==> src/rtl/cdn_pkg.sv <==
// Shared types, constants and calendar helpers for the date normalizer.
// No dependencies; every other file imports this package.
package cdn_pkg;

	localparam int MONTH_W = 4;
	localparam int DAY_IN_W = 16;
	localparam int DAY_OUT_W = 5;
	localparam int YEAR_W = 14;
	// running year may leave 0..16383 by about ninety years either way
	localparam int YEAR_RUN_W = 16;

	localparam logic [MONTH_W-1:0] MON_JAN = 4'd1;
	localparam logic [MONTH_W-1:0] MON_FEB = 4'd2;
	localparam logic [MONTH_W-1:0] MON_APR = 4'd4;
	localparam logic [MONTH_W-1:0] MON_JUN = 4'd6;
	localparam logic [MONTH_W-1:0] MON_SEP = 4'd9;
	localparam logic [MONTH_W-1:0] MON_NOV = 4'd11;
	localparam logic [MONTH_W-1:0] MON_DEC = 4'd12;

	localparam logic [DAY_OUT_W-1:0] DAYS_LONG = 5'd31;
	localparam logic [DAY_OUT_W-1:0] DAYS_SHORT = 5'd30;
	localparam logic [DAY_OUT_W-1:0] DAYS_FEB_LEAP = 5'd29;
	localparam logic [DAY_OUT_W-1:0] DAYS_FEB = 5'd28;
	localparam logic [DAY_OUT_W-1:0] DAY_FIRST = 5'd1;

	localparam logic [YEAR_W-1:0] YEAR_MAX = 14'd9999;
	localparam logic [YEAR_W-1:0] YEAR_MIN = 14'd0;
	localparam logic [YEAR_W-1:0] CYCLE_LEN = 14'd400;
	localparam logic [YEAR_W-1:0] CYCLE_LAST = 14'd399;
	localparam logic [8:0] CENTURY = 9'd100;

	// year mod 400 is found by conditional subtraction of 400 * 2^k, k = 5 down to 0
	localparam int REDUCE_STEPS = 6;
	localparam int RED_IDX_W = 3;

	typedef struct packed {
		logic [MONTH_W-1:0] month_in;
		logic signed [DAY_IN_W-1:0] day_in;
		logic [YEAR_W-1:0] year_in;
		logic clamp_to_month_end;
	} in_item_t;

	typedef struct packed {
		logic [MONTH_W-1:0] month_out;
		logic [DAY_OUT_W-1:0] day_out;
		logic [YEAR_W-1:0] year_out;
		logic range_error;
	} out_item_t;

	typedef enum logic [1:0] {
		ST_IDLE,
		ST_REDUCE,
		ST_NORM
	} state_t;

	typedef struct packed {
		logic load;
		logic reduce;
		logic [RED_IDX_W-1:0] red_idx;
		logic step_back;
		logic step_fwd;
		logic clamp_day;
		logic finish;
	} cmd_t;

	typedef struct packed {
		logic day_le0;
		logic day_gt_len;
		logic clamp;
	} status_t;

	// subtrahend of one reduction step: 400 shifted left by (5 - step)
	function automatic logic [YEAR_W-1:0] red_const(input logic [RED_IDX_W-1:0] idx);
		logic [YEAR_W-1:0] r;
		r = CYCLE_LEN << (REDUCE_STEPS - 1 - int'(idx));
		return r;
	endfunction

	// leap test on the year's position inside the 400-year cycle
	function automatic logic is_leap(input logic [8:0] m400);
		logic r;
		r = (m400[1:0] == 2'b00) &&
			((m400 != CENTURY) && (m400 != 9'(2 * CENTURY)) && (m400 != 9'(3 * CENTURY)));
		return r;
	endfunction

	function automatic logic [DAY_OUT_W-1:0] month_len(input logic [MONTH_W-1:0] m,
		input logic leap);
		logic [DAY_OUT_W-1:0] r;
		case (m) inside
			MON_APR, MON_JUN, MON_SEP, MON_NOV: r = DAYS_SHORT;
			MON_FEB: r = leap ? DAYS_FEB_LEAP : DAYS_FEB;
			default: r = DAYS_LONG;
		endcase
		return r;
	endfunction

endpackage

==> src/rtl/cdn_if.sv <==
// Valid/ready channel interfaces for the date normalizer requests and results.
// Depends on cdn_pkg for the payload structs.
interface cdn_in_if import cdn_pkg::*; ();
	logic valid;
	logic ready;
	in_item_t data;

	modport source (output valid, output data, input ready);
	modport sink (input valid, input data, output ready);
endinterface

interface cdn_out_if import cdn_pkg::*; ();
	logic valid;
	logic ready;
	out_item_t data;

	modport source (output valid, output data, input ready);
	modport sink (input valid, input data, output ready);
endinterface

==> src/rtl/cdn_ctrl.sv <==
// Controller of the date normalizer: sequences load, mod-400 reduction,
// month steps, day clamp and result hand-off. Depends on cdn_pkg.
module cdn_ctrl import cdn_pkg::*; (
	input logic clk,
	input logic arst_n,
	input logic req_valid,
	output logic req_ready,
	output logic rsp_valid,
	input logic rsp_ready,
	input status_t status,
	output cmd_t cmd
);

	state_t state_q, state_d;
	logic [RED_IDX_W-1:0] red_cnt_q, red_cnt_d;
	logic rsp_valid_q, rsp_valid_d;

	always_ff @(posedge clk or negedge arst_n) begin
		if (!arst_n) begin
			state_q <= ST_IDLE;
			red_cnt_q <= '0;
			rsp_valid_q <= 1'b0;
		end else begin
			state_q <= state_d;
			red_cnt_q <= red_cnt_d;
			rsp_valid_q <= rsp_valid_d;
		end
	end

	always_comb begin
		logic slot_free;
		state_d = state_q;
		red_cnt_d = red_cnt_q;
		cmd = '0;
		cmd.red_idx = red_cnt_q;
		req_ready = 1'b0;
		slot_free = !rsp_valid_q || rsp_ready;
		rsp_valid_d = rsp_valid_q && !rsp_ready;

		unique case (state_q)
			ST_IDLE: begin
				req_ready = 1'b1;
				if (req_valid) begin
					cmd.load = 1'b1;
					red_cnt_d = '0;
					state_d = ST_REDUCE;
				end
			end
			ST_REDUCE: begin
				cmd.reduce = 1'b1;
				red_cnt_d = red_cnt_q + 1'b1;
				if (red_cnt_q == RED_IDX_W'(REDUCE_STEPS - 1)) begin
					state_d = ST_NORM;
				end
			end
			ST_NORM: begin
				if (status.day_le0) begin
					cmd.step_back = 1'b1;
				end else if (status.day_gt_len) begin
					if (status.clamp) begin
						cmd.clamp_day = 1'b1;
					end else begin
						cmd.step_fwd = 1'b1;
					end
				end else if (slot_free) begin
					cmd.finish = 1'b1;
					rsp_valid_d = 1'b1;
					state_d = ST_IDLE;
				end
			end
			default: begin
				state_d = ST_IDLE;
			end
		endcase
	end

	assign rsp_valid = rsp_valid_q;

endmodule

==> src/rtl/cdn_dp.sv <==
// Datapath of the date normalizer: date registers, mod-400 year tracker,
// month-length logic and the result register. Depends on cdn_pkg.
module cdn_dp import cdn_pkg::*; (
	input logic clk,
	input in_item_t req_data,
	input cmd_t cmd,
	output status_t status,
	output out_item_t rsp_data
);

	logic [MONTH_W-1:0] month_q;
	logic signed [YEAR_RUN_W-1:0] year_q;
	logic signed [DAY_IN_W-1:0] day_q;
	logic [YEAR_W-1:0] m400_q;
	logic clamp_q;
	out_item_t rsp_q;

	logic [MONTH_W-1:0] month_ld;
	logic [MONTH_W-1:0] prev_month;
	logic [YEAR_W-1:0] prev_m400;
	logic [DAY_OUT_W-1:0] len_cur, len_prev;
	logic signed [DAY_IN_W-1:0] len_cur_s, len_prev_s;
	logic [YEAR_W-1:0] red_sub;
	out_item_t rsp_d;

	// out-of-range months snap to January or December
	always_comb begin
		if (req_data.month_in < MON_JAN) begin
			month_ld = MON_JAN;
		end else if (req_data.month_in > MON_DEC) begin
			month_ld = MON_DEC;
		end else begin
			month_ld = req_data.month_in;
		end
	end

	always_comb begin
		if (month_q == MON_JAN) begin
			prev_month = MON_DEC;
			prev_m400 = (m400_q == '0) ? CYCLE_LAST : m400_q - 1'b1;
		end else begin
			prev_month = month_q - 1'b1;
			prev_m400 = m400_q;
		end
	end

	assign len_cur = month_len(month_q, is_leap(m400_q[8:0]));
	assign len_prev = month_len(prev_month, is_leap(prev_m400[8:0]));
	assign len_cur_s = signed'({(DAY_IN_W - DAY_OUT_W)'(0), len_cur});
	assign len_prev_s = signed'({(DAY_IN_W - DAY_OUT_W)'(0), len_prev});
	assign red_sub = red_const(cmd.red_idx);

	assign status.day_le0 = day_q[DAY_IN_W-1] || (day_q == '0);
	assign status.day_gt_len = day_q > len_cur_s;
	assign status.clamp = clamp_q;

	// saturate when the year has left 0..9999
	always_comb begin
		rsp_d.range_error = 1'b0;
		rsp_d.month_out = month_q;
		rsp_d.day_out = day_q[DAY_OUT_W-1:0];
		rsp_d.year_out = year_q[YEAR_W-1:0];
		if (year_q[YEAR_RUN_W-1]) begin
			rsp_d.range_error = 1'b1;
			rsp_d.month_out = MON_JAN;
			rsp_d.day_out = DAY_FIRST;
			rsp_d.year_out = YEAR_MIN;
		end else if (year_q > signed'({(YEAR_RUN_W - YEAR_W)'(0), YEAR_MAX})) begin
			rsp_d.range_error = 1'b1;
			rsp_d.month_out = MON_DEC;
			rsp_d.day_out = DAYS_LONG;
			rsp_d.year_out = YEAR_MAX;
		end
	end

	always_ff @(posedge clk) begin
		if (cmd.load) begin
			month_q <= month_ld;
			day_q <= req_data.day_in;
			year_q <= signed'({(YEAR_RUN_W - YEAR_W)'(0), req_data.year_in});
			m400_q <= req_data.year_in;
			clamp_q <= req_data.clamp_to_month_end;
		end
		if (cmd.reduce && (m400_q >= red_sub)) begin
			m400_q <= m400_q - red_sub;
		end
		if (cmd.step_back) begin
			month_q <= prev_month;
			m400_q <= prev_m400;
			day_q <= day_q + len_prev_s;
			if (month_q == MON_JAN) begin
				year_q <= year_q - 1'b1;
			end
		end
		if (cmd.step_fwd) begin
			day_q <= day_q - len_cur_s;
			if (month_q == MON_DEC) begin
				month_q <= MON_JAN;
				year_q <= year_q + 1'b1;
				m400_q <= (m400_q == CYCLE_LAST) ? '0 : m400_q + 1'b1;
			end else begin
				month_q <= month_q + 1'b1;
			end
		end
		if (cmd.clamp_day) begin
			day_q <= len_cur_s;
		end
		if (cmd.finish) begin
			rsp_q <= rsp_d;
		end
	end

	assign rsp_data = rsp_q;

endmodule

==> src/rtl/calendar_date_normalizer_core.sv <==
// Top level of the Gregorian date normalizer: controller plus datapath.
// Depends on cdn_pkg, cdn_if, cdn_ctrl and cdn_dp.
//
//   channel  dir  handshake            payload
//   req      in   req.valid/req.ready  month_in, day_in, year_in, clamp_to_month_end
//   rsp      out  rsp.valid/rsp.ready  month_out, day_out, year_out, range_error
//
// A request passes from acceptance to a result in the output register through
// a load step, the steps reducing the year mod 400, N month steps (one per
// cycle, through the month-length logic) and a finish step. N reaches about
// 1080 for the extreme day offsets; clamp mode adds a clamp step.
// One request is in work at a time; req.ready is high only while idle, and the
// next request is taken while a result still waits in the output register.
// A stalled result holds; the finish step waits until the output slot is free.
// arst_n clears the controller and the result valid flag; no clearing pass.
module calendar_date_normalizer_core import cdn_pkg::*; (
	input logic clk,
	input logic arst_n,
	cdn_in_if.sink req,
	cdn_out_if.source rsp
);

	cmd_t cmd;
	status_t status;

	// sequence the work of one request
	cdn_ctrl u_ctrl (
		.clk(clk),
		.arst_n(arst_n),
		.req_valid(req.valid),
		.req_ready(req.ready),
		.rsp_valid(rsp.valid),
		.rsp_ready(rsp.ready),
		.status(status),
		.cmd(cmd)
	);

	// hold the date under work and the result register
	cdn_dp u_dp (
		.clk(clk),
		.req_data(req.data),
		.cmd(cmd),
		.status(status),
		.rsp_data(rsp.data)
	);

endmodule

==> src/flat_wrapper.sv <==
// flat-port wrapper written by rule: the top's interface ports become plain ports
module calendar_date_normalizer_core_flat import cdn_pkg::*;
  (clk, arst_n, req_valid, req_data, req_ready, rsp_valid, rsp_data, rsp_ready);
  cdn_in_if req_i ();
  cdn_out_if rsp_i ();
  input logic clk;
  input logic arst_n;
  input wire logic [$bits(req_i.valid)-1:0] req_valid;
  input wire logic [$bits(req_i.data)-1:0] req_data;
  output wire logic [$bits(req_i.ready)-1:0] req_ready;
  output wire logic [$bits(rsp_i.valid)-1:0] rsp_valid;
  output wire logic [$bits(rsp_i.data)-1:0] rsp_data;
  input wire logic [$bits(rsp_i.ready)-1:0] rsp_ready;
  assign req_i.valid = req_valid;
  assign req_i.data = req_data;
  assign req_ready = req_i.ready;
  assign rsp_valid = rsp_i.valid;
  assign rsp_data = rsp_i.data;
  assign rsp_i.ready = rsp_ready;
  calendar_date_normalizer_core u_core (.clk(clk), .arst_n(arst_n), .req(req_i), .rsp(rsp_i));
endmodule
==> config.mk <==
export PLATFORM = sky130hd
export DESIGN_NAME = calendar_date_normalizer_core_flat
export DESIGN_NICKNAME = d
export VERILOG_FILES = /design/src/rtl/cdn_pkg.sv /design/src/rtl/cdn_if.sv /design/src/rtl/cdn_ctrl.sv /design/src/rtl/cdn_dp.sv /design/src/rtl/calendar_date_normalizer_core.sv /design/src/flat_wrapper.sv
export SDC_FILE = /design/constraint.sdc
export NUM_CORES = 1
export LEC_CHECK = 0
export BUFFER_PORTS_ARGS = -buffer_cell sky130_fd_sc_hd__buf_2
export CORE_ASPECT_RATIO = 0.6
export CORE_MARGIN = 2
export CORE_UTILIZATION = 40
export CTS_BUF_LIST = sky130_fd_sc_hd__clkbuf_2
export DETAILED_ROUTE_END_ITERATION = 10
export GPL_TIMING_DRIVEN = 0
export PLACE_DENSITY = 0.58
export SETUP_SLACK_MARGIN = 0.05
export SLEW_MARGIN = 20
export SYNTH_ARGS = -nofsm -noshare
export SYNTH_HDL_FRONTEND = slang
export SYNTH_SLANG_ARGS = --single-unit
==> constraint.sdc <==
create_clock -name clk -period 6.1 [get_ports clk]
set_clock_uncertainty 0.15 [all_clocks]
set_input_delay 0.61 -clock clk [delete_from_list [all_inputs] [get_ports clk]]
set_output_delay 0.61 -clock clk [all_outputs]
set_load 0.05 [all_outputs]
== Word-level counts from Yosys, hierarchy flattened ==
Cells that the tools add are included.
Word-level totals
  bits in registers: 81
  input port bits: 39
  output and inout port bits: 26
  logic and storage cells: 140
Operators by class
  $add $sub $neg: 11
  $lt $le $gt $ge: 5
  equal/unequal tests: 27
  shift-type cells: 1
  mux-type cells: 55
  reductions and logical operators: 25
Operator list (number)
  $mux 16: 8
  $mux 14: 8
  $mux 4: 8
  $shl 9x32->14 const A: 1
  $mux 24: 1
  $eq 4x4->1 const B: 5
  $mux 2: 9
  $ne 9x7->1 const B: 2
  $ne 9x8->1 const B: 2
  $ne 9x9->1 const B: 2
  $add 16x1->16 const B: 1
  $add 16x6->16: 1
  $eq 4x3->1 const B: 4
  $gt 16x15->1 const B: 1
  $gt 16x6->1: 1
  $logic_not 16->1: 1
  $sub 16x1->16 const B: 1
  $sub 16x6->16: 1
  $mux 1: 15
  $add 14x1->14 const B: 1
  $eq 14x9->1 const B: 1
  $ge 14x14->1: 1
  $logic_not 14->1: 1
  $sub 14x1->14 const B: 1
  other kinds (28): 47

== Logic depth before layout (Yosys ltp) ==
  depth in word-level cells: 14
  depth in mapped cells: 17
  depth with buffers taken out: 16

== Modules after synthesis ==
From an unflattened synthesis, not the netlist that was laid out.
Second synthesis, totals
  cell total of the unflattened synthesis: 840
  area, all modules: 6782.8 µm²
Modules (own cells, without submodules)
  cdn_dp: times used 1, cells an instance 804, area each 6451.2 µm², sequential area each 1841.8 µm²
  cdn_ctrl: times used 1, cells an instance 36, area each 331.6 µm², sequential area each 150.1 µm²

== Worst setup path before layout ==
OpenSTA, ideal clock, no wires.
  path kind: reg-to-reg
  from: reg u_core.u_dp.month_q[1]
  to: reg u_core.u_dp.day_q[10]
  setup time: 0.091 ns
  data arrival time: 4.331 ns
  data required time: 5.859 ns
  setup slack: 1.529 ns
  stages on the path, launching flop included: 18
  buffers on the path: 1
  period minus slack after synthesis: 4.571 ns
  path through: edfxtp_1 -> inv_1 -> ha_1 -> or3b_2 -> clkbuf_1 -> nor4_1 -> xnor2_1 -> nand2b_1 -> a2bb2oi_1 -> o221a_2 -> ha_1 -> fa_1 -> o41ai_1 -> nor2_1 -> nand2_1 -> xnor2_1 -> o221ai_1 -> a311oi_1
Between the ends
  word-level cells in the longest chain between the ends: 12
  elaborated cells between the ends (all ways): 37
  classes of those cells: add/sub: 3; order compare: 1; eq/ne: 14; mux: 12; reduce/logical: 7
Ends and longest elaborated chain
  from (decl): line cdn_dp.sv:11  | logic [MONTH_W-1:0] month_q;
  from (signal assigned): line cdn_dp.sv:78  | month_q <= month_ld;
  from (signal assigned): line cdn_dp.sv:88  | month_q <= prev_month;
  from (signal assigned): line cdn_dp.sv:102  | month_q <= month_q + 1'b1;
  $eq 4x1->1: line cdn_dp.sv:38  | if (month_q == MON_JAN) begin
  $mux 14: line cdn_dp.sv:38
  $ne 9x7->1 or $ne 9x8->1 (tied branches): line cdn_pkg.sv:83  | ((m400 != CENTURY) && (m400 != 9'(2 * CENTURY)) && (m400 != 9'(3 * CENTURY)));
  $logic_and 1x1->1 (2 in series): line cdn_pkg.sv:83
  $logic_and 1x1->1: line cdn_pkg.sv:82  | r = (m400[1:0] == 2'b00) &&
  $mux 1: line cdn_pkg.sv:92  | MON_FEB: r = leap ? DAYS_FEB_LEAP : DAYS_FEB;
  $mux 2 (2 in series): line cdn_pkg.sv:90  | case (m) inside
  $add 16x6->16: line cdn_dp.sv:90  | day_q <= day_q + len_prev_s;
  $mux 16: line cdn_dp.sv:87  | if (cmd.step_back) begin
  $mux 16: line cdn_dp.sv:95  | if (cmd.step_fwd) begin
  to (signal assigned): line cdn_dp.sv:90
  to (signal assigned): line cdn_dp.sv:96  | day_q <= day_q - len_cur_s;
  to (signal assigned): line cdn_dp.sv:106  | day_q <= len_cur_s;
  to (decl): line cdn_dp.sv:13  | logic signed [DAY_IN_W-1:0] day_q;
Several ways; a longest one is shown, not always the timed one.
A chain may end at the register's enable or synchronous reset.

== Final worst setup path ==
Same ends and word-level chain as after synthesis.

==> metrics.txt <==
unrepaired setup endpoints after global routing no; Mapped Cells 852; met3 Use GR 7.46%; Critical path origin u_core.u_dp.month_q[1]; Max Cap Viol 0; antenna-violating nets left 0; final count of pins violating max slew 0; reg2reg setup slack roughly 0.48 ns; P_sw between 1.5 and 2 mW; share of power burned in registers 27.7%; GR Util met1 between 40 and 50%; Clock power frac under 10%; Hold Path Class input port to register; Std-Cell Core Area 16400 sq um; Final Hold Vio Count 0; worst reg-to-reg path cell count 17; Setup Viol. Count Final 0; antenna cells 0; Hold Crit Depth 3; die width 172 um; total gr overflow 0; Setup TNS 0 ns; via count 7227; routed vias/inst ~6.2; Largest stage delay, worst path roughly 0.64 ns; nets@finish around 1000; peak supply drop between 200 and 250 uV; Area growth, synth to finish 11.8%; endpoint type of the worst setup path register; Comb power frac 63.0%; run status finished, final reports clean; clock transition at the registers of the reported paths approximately 0.30 ns; Util after Layout 46.0%; Root Driver clkbuf_2; area of the multi-input gates approximately 4400 sq um; initial antenna violation count 0; met2 usage in global routing 34.0%; Synth warnings 0; H-Tree Level Count 3; FF/Latch Area 1990 sq um; vias in the first global route 6373; relative slew slack 33.0%; gr usage total around 28%; fin crit period 5.62 ns; Arr. time, crit path 6.03 ns; total power ~3.5 mW; # fillers 1704; crit-path cells inv_1, ha_1, nor3b_1, clkbuf_2, nand4b_1, xnor2_1, a31oi_1, a2bb2oi_1, o221a_2, ha_1, fa_1, o41ai_2, nor2_1, nand2_1, xnor2_1, o221ai_1, a311oi_1; largest net degree at the start of global routing 25; IO Port Bufs 64; commonest non-fill, non-tap cells in the layout nor2_1 (86), buf_2 (73), nand2_1 (65); first-pass GRT wire length 37800 um; Worst Setup Start Kind register; syn_area_per_cell between 7 and 8 sq um; critical path type register to register; I/O pin count 65; WL/cell between 20 and 25 um; Pleak 2.78 nW; GRT Max-Usage Layer met1; clock tree buffer depth 2; final WL 24800 um; post-DP HPWL 18800 um; internal power 1.70 mW; Hold EP u_core.u_dp.day_q[15]; Switching Share 51.9%; synthesized flop and latch total 81; Synth Flop Type dfxtp_1; Max Clock Freq around 180 MHz; Inserted Clock Buffers 9; clk_lat worst skew 0.62 ns; initial core utilization 41.2%; syn_nets 923; worst reg2reg endpoint u_core.u_dp.day_q[10]; DRC viols 0; first drt pass iteration count 7; post-synthesis async set-or-reset flop share 7.41%; Crit-path slowest cell o41ai_2; post-CTS setup buffers 0; Cell Area, Synth 6750 sq um; clk sinks a little over 80; synth unique cells 81; Final period util 92.1%; share of cells above drive strength 1 13.2%; WP data required 6.51 ns; EDFF count, synth 34; critical-path maximum fanout 10; die area 18000 sq um; Worst R2R Start u_core.u_dp.month_q[1]; Chip Height 105 um; Pwr Density 467 nW/um^2; routability congestion estimate around 0.96; row cnt 36; Slew @ Worst Pin 0.996 ns; register area share after synthesis 29.5%; CTS tree done; commonest non-fill, non-tap cell in the layout nor2_1; DRT iter0 DRCs 1066; hold_sp req_data[30]
==> Yosys cell counts, types with 11 or more instances <==
| cell type | count | area [sq um] |
|---|---|---|
| a211oi_1 | 11 | 82.6 |
| a21oi_1 | 55 | 275 |
| nor3_1 | 27 | 135 |
| nor2b_1 | 14 | 87.6 |
| nand2_1 | 65 | 244 |
| xor2_1 | 12 | 105 |
| nor2_1 | 86 | 323 |
| nor4_1 | 12 | 75.1 |
| nand4_1 | 18 | 113 |
| nand3_1 | 46 | 230 |
| o211ai_1 | 15 | 113 |
| xnor2_1 | 19 | 166 |
| inv_1 | 34 | 128 |
| clkbuf_1 | 46 | 173 |
| o21ai_0 | 47 | 235 |
| ha_1 | 30 | 375 |
| edfxtp_1 | 34 | 1020 |
| and2_1 | 14 | 87.6 |
| dfxtp_1 | 41 | 821 |
==> metrics by stage <==
stage	instance area, sq um	hold slack (ns)	cells	setup WS [ns]
6_report	7550	0.0992	1163	0.483
5_1_grt	7550	0.0590	1163	0.229
4_1_cts	7540	0.0587	1163	0.233
3_5_place_dp	7390	0.291	1145	0.286
3_3_place_gp	7360	0.294	1144	0.116
2_1_floorplan	6750	0.164	852	1.53
==> repair_timing <==
item                       4_1_cts  5_1_grt
hold endpoints to repair         7        0
setup endpoints to repair        0        5
resized for setup                0        3
hold buffers                     2        0
==> cell families (layout without fill, tap and decap cells) <==
| kind of cell | after synthesis | in the layout | synth area share [%] |
|---|---|---|---|
| AOI/OAI and AO/OA | 253 | 253 | 26.0 |
| xor gates and xnor gates | 31 | 31 | 4.02 |
| adders and majority gates | 32 | 32 | 6.15 |
| buffers and inverters | 96 | 179 | 5.72 |
| DFF | 81 | 81 | 29.5 |
| muxes | 8 | 8 | 1.28 |
| and+or+nand+nor | 351 | 351 | 27.4 |
==> state kept, by name (all words and copies together) (netlist names) <==
signal                   flops
u_core.u_ctrl.rsp_valid      1
u_core.u_dp.day_q           16
u_core.u_ctrl.state_q        2
u_core.u_dp.month_q          4
u_core.u_dp.rsp_data        24
u_core.u_dp.year_q          16
u_core.u_dp.clamp_q          1
u_core.u_dp.m400_q          14
u_core.u_ctrl.red_cnt_q      3
==> worst max-delay path by stage <==
stage	end	slack (ns)	cells past startpoint
finish	u_core.u_dp.day_q[10]	0.48	17
detailed placement	u_core.u_dp.day_q[10]	0.29	17
global placement	u_core.u_dp.day_q[10]	0.12	17
global route	u_core.u_dp.day_q[10]	0.23	17
floorplan	u_core.u_dp.day_q[10]	1.53	17
CTS	u_core.u_dp.day_q[10]	0.23	17
==> cell type report <==
type	count	share of cell area [%]
Clock buffer	9	0.597
Inverter	34	1.69
Tap cell	228	3.78
Sequential cell	81	26.4
Timing Repair Buffer	67	4.77
Multi-Input combinational cell	675	58.2
Clock inverter	7	1.08
Buffer	62	3.45
==> worst max-delay path: cells and delay by family, from the launching register on <==
family                   cells  cell delay, ns
adder cells (fa/ha/maj)      3            1.04
buffers and inverters        2            0.65
XOR/XNOR                     2            0.43
AO/OA/AOI/OAI                6            1.69
AND/OR/NAND/NOR              4            1.05
flip-flops                   1            0.56
==> power groups by stage <==
stage	registers, mW	clock network, mW	logic (mW)
2_1_floorplan	0.911	0	1.65
3_3_place_gp	0.984	0	2.15
5_1_grt	1.01	0.349	2.44
4_1_cts	0.967	0.330	2.17
6_report	0.977	0.326	2.22
3_5_place_dp	0.980	0	2.15
==> metal layers <==
layer / wire length, um / share of wire [%] / vias to the layer above
met3: 3010 / 12 / 25
met5: 0 / 0 / -
li1: - / - / 3363
met1: 12400 / 50 / 3417
met2: 9180 / 37 / 422
met4: 163 / 0.66 / 0
(Power assumes the default switching activity.)
